**config.mk**
```make
export PLATFORM = sky130hd
export DESIGN_NAME = mdio_management_master_flat
export DESIGN_NICKNAME = d
export VERILOG_FILES = /design/src/rtl/mdio_mm_pkg.sv /design/src/rtl/mdio_mm_req_if.sv /design/src/rtl/mdio_mm_res_if.sv /design/src/rtl/mdio_management_master.sv /design/src/rtl/mdio_mm_seq.sv /design/src/rtl/mdio_mm_out.sv /design/src/flat_wrapper.sv
export SDC_FILE = /design/constraint.sdc
export NUM_CORES = 1
export LEC_CHECK = 0
export BUFFER_PORTS_ARGS = -buffer_cell sky130_fd_sc_hd__buf_2
export CAP_MARGIN = 20
export CORE_ASPECT_RATIO = 0.8
export CORE_MARGIN = 2
export CORE_UTILIZATION = 59
export CTS_CLUSTER_DIAMETER = 40
export DETAILED_ROUTE_END_ITERATION = 12
export GPL_ROUTABILITY_DRIVEN = 1
export GPL_TIMING_DRIVEN = 1
export PLACE_DENSITY = 0.82
export SYNTH_ARGS = -nofsm -noshare
export SYNTH_HDL_FRONTEND = slang
export SYNTH_HIERARCHICAL = 1
export SYNTH_SLANG_ARGS = --single-unit
```
**constraint.sdc**
```tcl
create_clock -name clk -period 5.6 [get_ports clk]
set_clock_uncertainty 0.1 [all_clocks]
set_input_delay 0 -clock clk [delete_from_list [all_inputs] [get_ports clk]]
set_output_delay 0 -clock clk [all_outputs]
set_load 0.01 [all_outputs]
```
**src/rtl/mdio_mm_pkg.sv**
```systemverilog
// Package for the MDIO management master: frame layout constants and the
// payload types used by the sequencer, the result stage and the top level.
// Depends on nothing.
package mdio_mm_pkg;

  // Register reset value: beats per half period of the management clock.
  localparam logic [15:0] HALF_PERIOD_RESET = 16'd16;

  // Half-period markers within a frame.
  localparam logic [7:0] SEND_HALVES_WRITE = 8'd128;
  localparam logic [7:0] SEND_HALVES_READ  = 8'd92;
  localparam logic [7:0] TOTAL_WRITE       = 8'd130;
  localparam logic [7:0] TOTAL_READ        = 8'd138;
  localparam logic [7:0] TA_END_READ       = 8'd102;
  localparam logic [7:0] RX_FIRST          = 8'd104;
  localparam logic [7:0] RX_LAST           = 8'd135;
  localparam logic [7:0] IDLE_HIGH_READ    = 8'd136;

  // Frame kind as carried in the request.
  localparam logic KIND_READ  = 1'b0;
  localparam logic KIND_WRITE = 1'b1;

  // Fixed frame fields.
  localparam logic [31:0] PREAMBLE     = 32'hFFFF_FFFF;
  localparam logic [1:0]  START_CODE   = 2'b01;
  localparam logic [1:0]  OP_CODE      = 2'b00;
  localparam logic [1:0]  WRITE_TA     = 2'b10;

  // Levels on the three pins.
  typedef struct packed {
    logic drive;
    logic data;
    logic mdc;
  } pins_t;

  // One request beat.
  typedef struct packed {
    logic        start_req;
    logic        kind;
    logic [4:0]  phy_addr;
    logic [4:0]  reg_num;
    logic [15:0] write_data;
    logic        mdio_in;
  } req_t;

  // One result beat.
  typedef struct packed {
    logic        mdc;
    logic        mdio_out;
    logic        mdio_drive;
    logic        busy_res;
    logic        done_res;
    logic [15:0] read_data;
  } res_t;

  // Handshake control between the sequencer and the result stage.
  typedef struct packed {
    logic accept;
    logic ready;
  } step_ctrl_t;

endpackage

```
**src/rtl/mdio_mm_req_if.sv**
```systemverilog
// Request channel interface for the MDIO management master.
// Carries valid, ready and the request fields. Depends on nothing.
interface mdio_mm_req_if;
  logic        valid;
  logic        ready;
  logic        start_req;
  logic        kind;
  logic [4:0]  phy_addr;
  logic [4:0]  reg_num;
  logic [15:0] write_data;
  logic        mdio_in;

  modport source (
    output valid, start_req, kind, phy_addr, reg_num, write_data, mdio_in,
    input  ready
  );
  modport sink (
    input  valid, start_req, kind, phy_addr, reg_num, write_data, mdio_in,
    output ready
  );
endinterface

```
**src/rtl/mdio_mm_res_if.sv**
```systemverilog
// Result channel interface for the MDIO management master.
// Carries valid, ready and the pin and status fields. Depends on nothing.
interface mdio_mm_res_if;
  logic        valid;
  logic        ready;
  logic        mdc;
  logic        mdio_out;
  logic        mdio_drive;
  logic        busy_res;
  logic        done_res;
  logic [15:0] read_data;

  modport source (
    output valid, mdc, mdio_out, mdio_drive, busy_res, done_res, read_data,
    input  ready
  );
  modport sink (
    input  valid, mdc, mdio_out, mdio_drive, busy_res, done_res, read_data,
    output ready
  );
endinterface

```
**src/rtl/mdio_management_master.sv**
```systemverilog
// MDIO management master. Each request beat is one clock step of the block: it
// may start a frame (start_req, only when no frame runs) and carries the
// sampled data pin, and it yields exactly one result beat with the management
// clock, data, data-enable, busy, done and the last read data. One beat can be
// taken every cycle and its result beat is offered in the next cycle; the frame
// sequencer steps once per accepted beat. A result beat that is not taken holds
// off the request channel, and the next request beat enters in the cycle in
// which it leaves.
// A frame lasts half_period beats per half period of mdc: 130 half periods for
// a write, 138 for a read. Reset sets half_period to 16; a value of zero
// counts as one.
// Depends on mdio_mm_pkg, mdio_mm_req_if, mdio_mm_res_if, mdio_mm_seq and
// mdio_mm_out.
module mdio_management_master (
  input  logic        clk,
  input  logic        rst,
  input  logic        cfg_we,
  input  logic [15:0] cfg_wdata,
  mdio_mm_req_if.sink   req,
  mdio_mm_res_if.source res
);
  import mdio_mm_pkg::*;

  req_t       req_beat;
  res_t       res_next;
  res_t       res_data;
  step_ctrl_t ctrl;

  // Gather the request fields.
  always_comb begin
    req_beat.start_req  = req.start_req;
    req_beat.kind       = req.kind;
    req_beat.phy_addr   = req.phy_addr;
    req_beat.reg_num    = req.reg_num;
    req_beat.write_data = req.write_data;
    req_beat.mdio_in    = req.mdio_in;
  end

  mdio_mm_seq u_seq (
    .clk       (clk),
    .rst       (rst),
    .cfg_we    (cfg_we),
    .cfg_wdata (cfg_wdata),
    .ctrl      (ctrl),
    .req       (req_beat),
    .res_next  (res_next)
  );

  mdio_mm_out u_out (
    .clk       (clk),
    .rst       (rst),
    .in_valid  (req.valid),
    .out_ready (res.ready),
    .res_next  (res_next),
    .ctrl      (ctrl),
    .out_valid (res.valid),
    .res_data  (res_data)
  );

  // Drive the result channel.
  assign req.ready      = ctrl.ready;
  assign res.mdc        = res_data.mdc;
  assign res.mdio_out   = res_data.mdio_out;
  assign res.mdio_drive = res_data.mdio_drive;
  assign res.busy_res   = res_data.busy_res;
  assign res.done_res   = res_data.done_res;
  assign res.read_data  = res_data.read_data;

endmodule

```
**src/rtl/mdio_mm_seq.sv**
```systemverilog
// Frame sequencer: half-period divider, half index, send and receive shift
// registers, and the pin levels. Advances once per accepted request beat.
// Depends on mdio_mm_pkg.
module mdio_mm_seq (
  input  logic                     clk,
  input  logic                     rst,
  input  logic                     cfg_we,
  input  logic [15:0]              cfg_wdata,
  input  mdio_mm_pkg::step_ctrl_t  ctrl,
  input  mdio_mm_pkg::req_t        req,
  output mdio_mm_pkg::res_t        res_next
);
  import mdio_mm_pkg::*;

  logic [15:0] half_period;
  logic [15:0] divider_count;
  logic [7:0]  half_bit_index;
  logic [63:0] send_shift;
  logic [15:0] receive_shift;
  logic        frame_active;
  logic        frame_is_write;
  pins_t       pin_levels;

  logic [15:0] divider_count_next;
  logic [7:0]  half_bit_index_next;
  logic [63:0] send_shift_next;
  logic [15:0] receive_shift_next;
  logic        frame_active_next;
  logic        frame_is_write_next;
  pins_t       pin_levels_next;
  logic        done_next;

  logic        launch;
  logic        act;
  logic        is_wr;
  logic [63:0] shift_cur;
  logic [7:0]  h;
  logic [15:0] dc;
  logic [15:0] dc_inc;
  logic [15:0] hp_eff;
  logic        half_end;
  logic [7:0]  send_lim;
  logic [7:0]  total;
  logic [7:0]  h_inc;
  logic [63:0] frame_word;
  pins_t       pins_half;

  // Frame word for a new request; the write tail is only sent on writes.
  always_comb begin
    frame_word = {PREAMBLE, START_CODE, OP_CODE, req.phy_addr, req.reg_num,
                  18'd0};
    if (req.kind == KIND_WRITE) begin
      frame_word[17:0] = {WRITE_TA, req.write_data};
    end
  end

  // Current frame view: a new request takes effect in its own beat.
  always_comb begin
    launch    = !frame_active && req.start_req;
    act       = frame_active || launch;
    is_wr     = launch ? req.kind : frame_is_write;
    shift_cur = launch ? frame_word : send_shift;
    h         = launch ? 8'd0 : half_bit_index;
    dc        = launch ? 16'd0 : divider_count;
    send_lim  = is_wr ? SEND_HALVES_WRITE : SEND_HALVES_READ;
    total     = is_wr ? TOTAL_WRITE : TOTAL_READ;
    hp_eff    = (half_period == 16'd0) ? 16'd1 : half_period;
    dc_inc    = dc + 16'd1;
    half_end  = dc_inc >= hp_eff;
    h_inc     = h + 8'd1;
  end

  // Pin levels for the current half; data holds outside send halves.
  always_comb begin
    pins_half.data  = pin_levels.data;
    pins_half.drive = 1'b0;
    pins_half.mdc   = 1'b0;
    if (h < send_lim) begin
      pins_half.drive = 1'b1;
      pins_half.data  = shift_cur[63];
      pins_half.mdc   = h[0];
    end else if (is_wr) begin
      pins_half.drive = 1'b1;
      pins_half.mdc   = (h == SEND_HALVES_WRITE);
    end else if (h < TA_END_READ) begin
      pins_half.mdc   = 1'b0;
    end else if (h < RX_FIRST) begin
      pins_half.mdc   = (h == TA_END_READ);
    end else if (h <= RX_LAST) begin
      // Receive clocks start high on an even half.
      pins_half.mdc   = !h[0];
    end else begin
      pins_half.drive = 1'b1;
      pins_half.mdc   = (h == IDLE_HIGH_READ);
    end
  end

  // Next state for one beat.
  always_comb begin
    divider_count_next  = divider_count;
    half_bit_index_next = half_bit_index;
    send_shift_next     = shift_cur;
    receive_shift_next  = receive_shift;
    frame_active_next   = act;
    frame_is_write_next = is_wr;
    pin_levels_next     = pin_levels;
    done_next           = 1'b0;
    if (act) begin
      pin_levels_next     = pins_half;
      divider_count_next  = dc_inc;
      half_bit_index_next = h;
      if (half_end) begin
        // Shift out after the high half of each sent bit.
        if ((h < send_lim) && h[0]) begin
          send_shift_next = {shift_cur[62:0], 1'b0};
        end
        // Sample after each low half of the receive clocks.
        if (!is_wr && (h >= RX_FIRST) && (h <= RX_LAST) && h[0]) begin
          receive_shift_next = {receive_shift[14:0], req.mdio_in};
        end
        divider_count_next  = 16'd0;
        half_bit_index_next = h_inc;
        if (h_inc >= total) begin
          half_bit_index_next = 8'd0;
          frame_active_next   = 1'b0;
          done_next           = 1'b1;
        end
      end
    end
  end

  // Result fields follow the updated state.
  always_comb begin
    res_next.mdc        = pin_levels_next.mdc;
    res_next.mdio_out   = pin_levels_next.data;
    res_next.mdio_drive = pin_levels_next.drive;
    res_next.busy_res   = act;
    res_next.done_res   = done_next;
    res_next.read_data  = receive_shift_next;
  end

  // Configuration register.
  always_ff @(posedge clk) begin
    if (rst) begin
      half_period <= HALF_PERIOD_RESET;
    end else if (cfg_we) begin
      half_period <= cfg_wdata;
    end
  end

  // Sequencer state advances on each accepted beat.
  always_ff @(posedge clk) begin
    if (rst) begin
      divider_count  <= 16'd0;
      half_bit_index <= 8'd0;
      send_shift     <= 64'd0;
      receive_shift  <= 16'd0;
      frame_active   <= 1'b0;
      frame_is_write <= 1'b0;
      pin_levels     <= '{drive: 1'b1, data: 1'b0, mdc: 1'b0};
    end else if (ctrl.accept) begin
      divider_count  <= divider_count_next;
      half_bit_index <= half_bit_index_next;
      send_shift     <= send_shift_next;
      receive_shift  <= receive_shift_next;
      frame_active   <= frame_active_next;
      frame_is_write <= frame_is_write_next;
      pin_levels     <= pin_levels_next;
    end
  end

endmodule

```
**src/rtl/mdio_mm_out.sv**
```systemverilog
// Result stage: one output register with its valid flag, so a new request
// beat can enter in the cycle in which the previous result leaves.
// Depends on mdio_mm_pkg.
module mdio_mm_out (
  input  logic                     clk,
  input  logic                     rst,
  input  logic                     in_valid,
  input  logic                     out_ready,
  input  mdio_mm_pkg::res_t        res_next,
  output mdio_mm_pkg::step_ctrl_t  ctrl,
  output logic                     out_valid,
  output mdio_mm_pkg::res_t        res_data
);
  import mdio_mm_pkg::*;

  logic res_valid;

  // Take a beat when the register is empty or is being emptied.
  always_comb begin
    ctrl.ready  = !res_valid || out_ready;
    ctrl.accept = in_valid && ctrl.ready;
  end

  assign out_valid = res_valid;

  // Valid flag.
  always_ff @(posedge clk) begin
    if (rst) begin
      res_valid <= 1'b0;
    end else if (ctrl.ready) begin
      res_valid <= in_valid;
    end
  end

  // Result payload.
  always_ff @(posedge clk) begin
    if (ctrl.accept) begin
      res_data <= res_next;
    end
  end

endmodule
```
**src/flat_wrapper.sv**
```systemverilog
// flat-port wrapper written by rule: the top's interface ports become plain ports
module mdio_management_master_flat import mdio_mm_pkg::*;
  (clk, rst, cfg_we, cfg_wdata, req_valid, req_start_req, req_kind, req_phy_addr, req_reg_num, req_write_data, req_mdio_in, req_ready, res_valid, res_mdc, res_mdio_out, res_mdio_drive, res_busy_res, res_done_res, res_read_data, res_ready);
  mdio_mm_req_if req_i ();
  mdio_mm_res_if res_i ();
  input  logic clk;
  input  logic rst;
  input  logic cfg_we;
  input  logic [15:0] cfg_wdata;
  input wire logic [$bits(req_i.valid)-1:0] req_valid;
  input wire logic [$bits(req_i.start_req)-1:0] req_start_req;
  input wire logic [$bits(req_i.kind)-1:0] req_kind;
  input wire logic [$bits(req_i.phy_addr)-1:0] req_phy_addr;
  input wire logic [$bits(req_i.reg_num)-1:0] req_reg_num;
  input wire logic [$bits(req_i.write_data)-1:0] req_write_data;
  input wire logic [$bits(req_i.mdio_in)-1:0] req_mdio_in;
  output wire logic [$bits(req_i.ready)-1:0] req_ready;
  output wire logic [$bits(res_i.valid)-1:0] res_valid;
  output wire logic [$bits(res_i.mdc)-1:0] res_mdc;
  output wire logic [$bits(res_i.mdio_out)-1:0] res_mdio_out;
  output wire logic [$bits(res_i.mdio_drive)-1:0] res_mdio_drive;
  output wire logic [$bits(res_i.busy_res)-1:0] res_busy_res;
  output wire logic [$bits(res_i.done_res)-1:0] res_done_res;
  output wire logic [$bits(res_i.read_data)-1:0] res_read_data;
  input wire logic [$bits(res_i.ready)-1:0] res_ready;
  assign req_i.valid = req_valid;
  assign req_i.start_req = req_start_req;
  assign req_i.kind = req_kind;
  assign req_i.phy_addr = req_phy_addr;
  assign req_i.reg_num = req_reg_num;
  assign req_i.write_data = req_write_data;
  assign req_i.mdio_in = req_mdio_in;
  assign req_ready = req_i.ready;
  assign res_valid = res_i.valid;
  assign res_mdc = res_i.mdc;
  assign res_mdio_out = res_i.mdio_out;
  assign res_mdio_drive = res_i.mdio_drive;
  assign res_busy_res = res_i.busy_res;
  assign res_done_res = res_i.done_res;
  assign res_read_data = res_i.read_data;
  assign res_i.ready = res_ready;
  mdio_management_master u_core (.clk(clk), .rst(rst), .cfg_we(cfg_we), .cfg_wdata(cfg_wdata), .req(req_i), .res(res_i));
endmodule
```
==> impl_metrics.json <==
{
  "clock.fmax_ghz": 0.1945,
  "dr.pass1.iters": 6,
  "power.leakage_uw": 0.003946,
  "rsz0062_at_grt": "false",
  "dieArea_um2": 13350,
  "layout_commonest_cell": "nor2_1",
  "ir_worst_vdd_v": 0.0002338,
  "die_w_um": 128.7,
  "p_sw_uw": 706.2,
  "required_ps": 5830,
  "final_cell_mix": "nor2_1, dfxtp_1, nand2_1",
  "cts_resized": 0,
  "area_growth_syn_to_layout_pct": 22.04,
  "htreeDepth": 4,
  "netlist_area_um2": 7336,
  "drv_cap": 0,
  "initial_utilization_pct": 60.32,
  "tightest_slew_ps": 1051,
  "ys_async_sr_fraction_pct": 0,
  "endpoint_kind": "flip-flop",
  "outcome": "finished, final reports clean",
  "ys.flop_type": "dfxtp_1",
  "antenna_cells": 0,
  "drc": 0,
  "fin_crit_ps": 5142,
  "ant_nets": 0,
  "clock-sinks": 147,
  "drive_gt1_share_pct": 14.85,
  "vias": 6564,
  "postPlaceCellArea_um2": 7712,
  "seqPwrFrac_pct": 45.1,
  "fin_nets": 1033,
  "numCtsBuffers": 17,
  "synth_top_area_cell": "dfxtp_1",
  "design_area_um2": 8952,
  "synth_cells": 855,
  "clkPwrFrac_pct": 45.2,
  "yosysWarnings": 6,
  "internal-power_uw": 1826,
  "path_class": "flip-flop to flip-flop",
  "ios": 73,
  "place_hpwl_mm": 10.05,
  "cts_tree": "yes",
  "dieHeight_um": 103.7,
  "hold_class": "input port to flip-flop",
  "post_drt_wl_per_cell_um": 16.34,
  "cts_max_path_buffers": 2,
  "synth.distinct_cells": 64,
  "period_share_pct": 91.82,
  "instances_no_fill": 1122,
  "vias_per_cell": 5.850,
  "p_comb_share_pct": 9.7,
  "postLayoutCoreUtil_pct": 73.61,
  "ys_ff_latch": 147,
  "synth_area_leaders": "dfxtp_1, edfxtp_1, mux2i_1",
  "io_buffers": 72,
  "grt_usage_pct": 28.26,
  "synth-edff-count": 21,
  "cts_setup_buffers": 0,
  "grt_max_degree": 96,
  "seq_area_frac_synth_pct": 42.98,
  "gp_congestion": 0.8664,
  "relSlewSlack_pct": 29.74,
  "critical_path_peak_fanout": 32,
  "tns_ps": 0,
  "start_kind": "flip-flop",
  "grt_pass1_vias": 6240,
  "overflow": 0,
  "nFillCells": 805,
  "swShare_pct": 27.89,
  "coreArea_um2": 12160,
  "power_density_nw_per_um2": 282.9,
  "synth_area_per_cell_um2": 8.580,
  "grt_pass1_wl_mm": 30.40,
  "dp_cells": 1027,
  "hold_viol_final": 0,
  "finalWirelength_mm": 18.34,
  "antenna_found_initial": 0,
  "synth.top_cell.area_share_pct": 34.39,
  "cts_root_buf": "clkbuf_16",
  "finalSetupViolCount": 0,
  "drtIter0Drc": 614,
  "crit_arrival_ps": 5370,
  "synth_nets": 931,
  "num_rows": 36,
  "clk_pin_slew_ps": 70,
  "slew_violations": 0,
  "clkLatencyLatePin_ps": 440
}
metal layers:
metal / vias up / wire length (um) / GRT usage (%)
met3: 41 / 1198 / 6.095
met4: 0 / 361 / 10.40
met2: 260 / 8800 / 44.71
met5: - / 0 / 0
li1: 3191 / - / -
met1: 3072 / 7974 / 38.09
synthesized netlist by cell type (3+ instances only):
cell type	instances
a211oi_1	39
a21o_1	6
a21oi_1	55
a22o_1	5
a22oi_1	5
and2_1	13
buf_1	5
buf_2	6
buf_4	4
clkbuf_1	46
dfxtp_1	126
edfxtp_1	21
ha_1	26
inv_1	25
mux2_2	17
mux2i_1	54
nand2_1	118
nand3_1	36
nand4_1	6
nor2_1	136
nor2b_1	5
nor3_1	7
nor4_1	8
nor4b_1	4
o2111ai_1	3
o211ai_1	4
o21ai_0	9
o31ai_1	3
or3_1	7
xnor2_1	5
xor2_1	10
area by class of cell:
| cell class | count | area [um2] | share of cell area [%] |
|---|---|---|---|
| multi-input combinational | 622 | 3847 | 42.98 |
| clock buffer | 17 | 425.4 | 4.752 |
| clock inverter | 15 | 183.9 | 2.055 |
| sequential | 147 | 3153 | 35.22 |
| timing repair buffer | 144 | 1059 | 11.82 |
| tap | 152 | 190.2 | 2.124 |
| inverter | 25 | 93.84 | 1.048 |
power by group through the flow:
stage	registers [uW]	clock network (uW)	logic, uW
2_1_floorplan	1160	0	139
3_3_place_gp	1160	0	195
3_5_place_dp	1160	0	199
4_1_cts	1140	1150	236
5_1_grt	1150	1200	269
6_report	1140	1140	246
flip-flops by register name, indices dropped and copies added (netlist names):
name,flops
u_core/u_seq/send_shift,64
u_core/u_seq/pin_levels,3
u_core/u_seq/half_period,16
u_core/u_seq/receive_shift,16
u_core/u_seq/frame_active,1
u_core/u_seq/divider_count,16
u_core/u_seq/frame_is_write,1
u_core/u_out/out_valid,1
u_core/u_seq/half_bit_index,8
u_core/u_out/res_data,21
kinds of logic (layout without fill, tap and decap cells):
family | after synthesis | in the layout | share of synthesized area [%]
and+or+nand+nor | 355 | 355 | 21.49
AOI/OAI and AO/OA | 155 | 155 | 14.62
DFF | 147 | 147 | 42.98
buffers and inverters | 86 | 201 | 4.708
muxes | 71 | 71 | 9.978
adders and majority gates | 26 | 26 | 4.435
xor gates and xnor gates | 15 | 15 | 1.791
critical path, stage by stage, from the launching register on:
cell and delay [ps]:
dfxtp_1 520, nand2b_1 190, and2_1 190, ha_1 190, nand3_1 210, nor4b_1 590, nand2_1 170, xor2_1 220
nor2_1 90, ha_1 310, nand2_1 90, o21ai_0 120, nor3_1 320, a21oi_1 120, buf_4 200, nand4_1 100
buf_4 410, mux2i_1 250, dlygate4sd3_1 580, nand2_1 60
per-stage QoR:
step / hold slack [ps] / power (uW) / worst slack (ps)
final: 10.72 / 2532 / 458.0
after global routing: 55.48 / 2614 / 121.8
after CTS: 0.8364 / 2529 / 687.0
after detailed placement: 131.3 / 1363 / 864.6
after global placement: 129.6 / 1359 / 960.8
after floorplan: -37.56 / 1300 / 1088
what timing repair did:
action,CTS,global route
endpoints found under the hold margin,49,0
endpoints found under the setup margin,0,0
hold buffers,63,0
worst paths after layout:
kind / endpoint / slack [ps] / start / depth (start not counted)
worst max-delay path: u_core/u_seq/send_shift[5] / 460 / u_core/u_seq/frame_active / 19
worst min-delay path: u_core/u_seq/half_period[5] / 10 / cfg_we / 3
worst max register to register: u_core/u_seq/send_shift[5] / 460 / u_core/u_seq/frame_active / 19
worst min register to register: u_core/u_seq/send_shift[23] / 340 / u_core/u_seq/send_shift[23] / 2
Note: power is estimated with default switching activity, not from simulation.
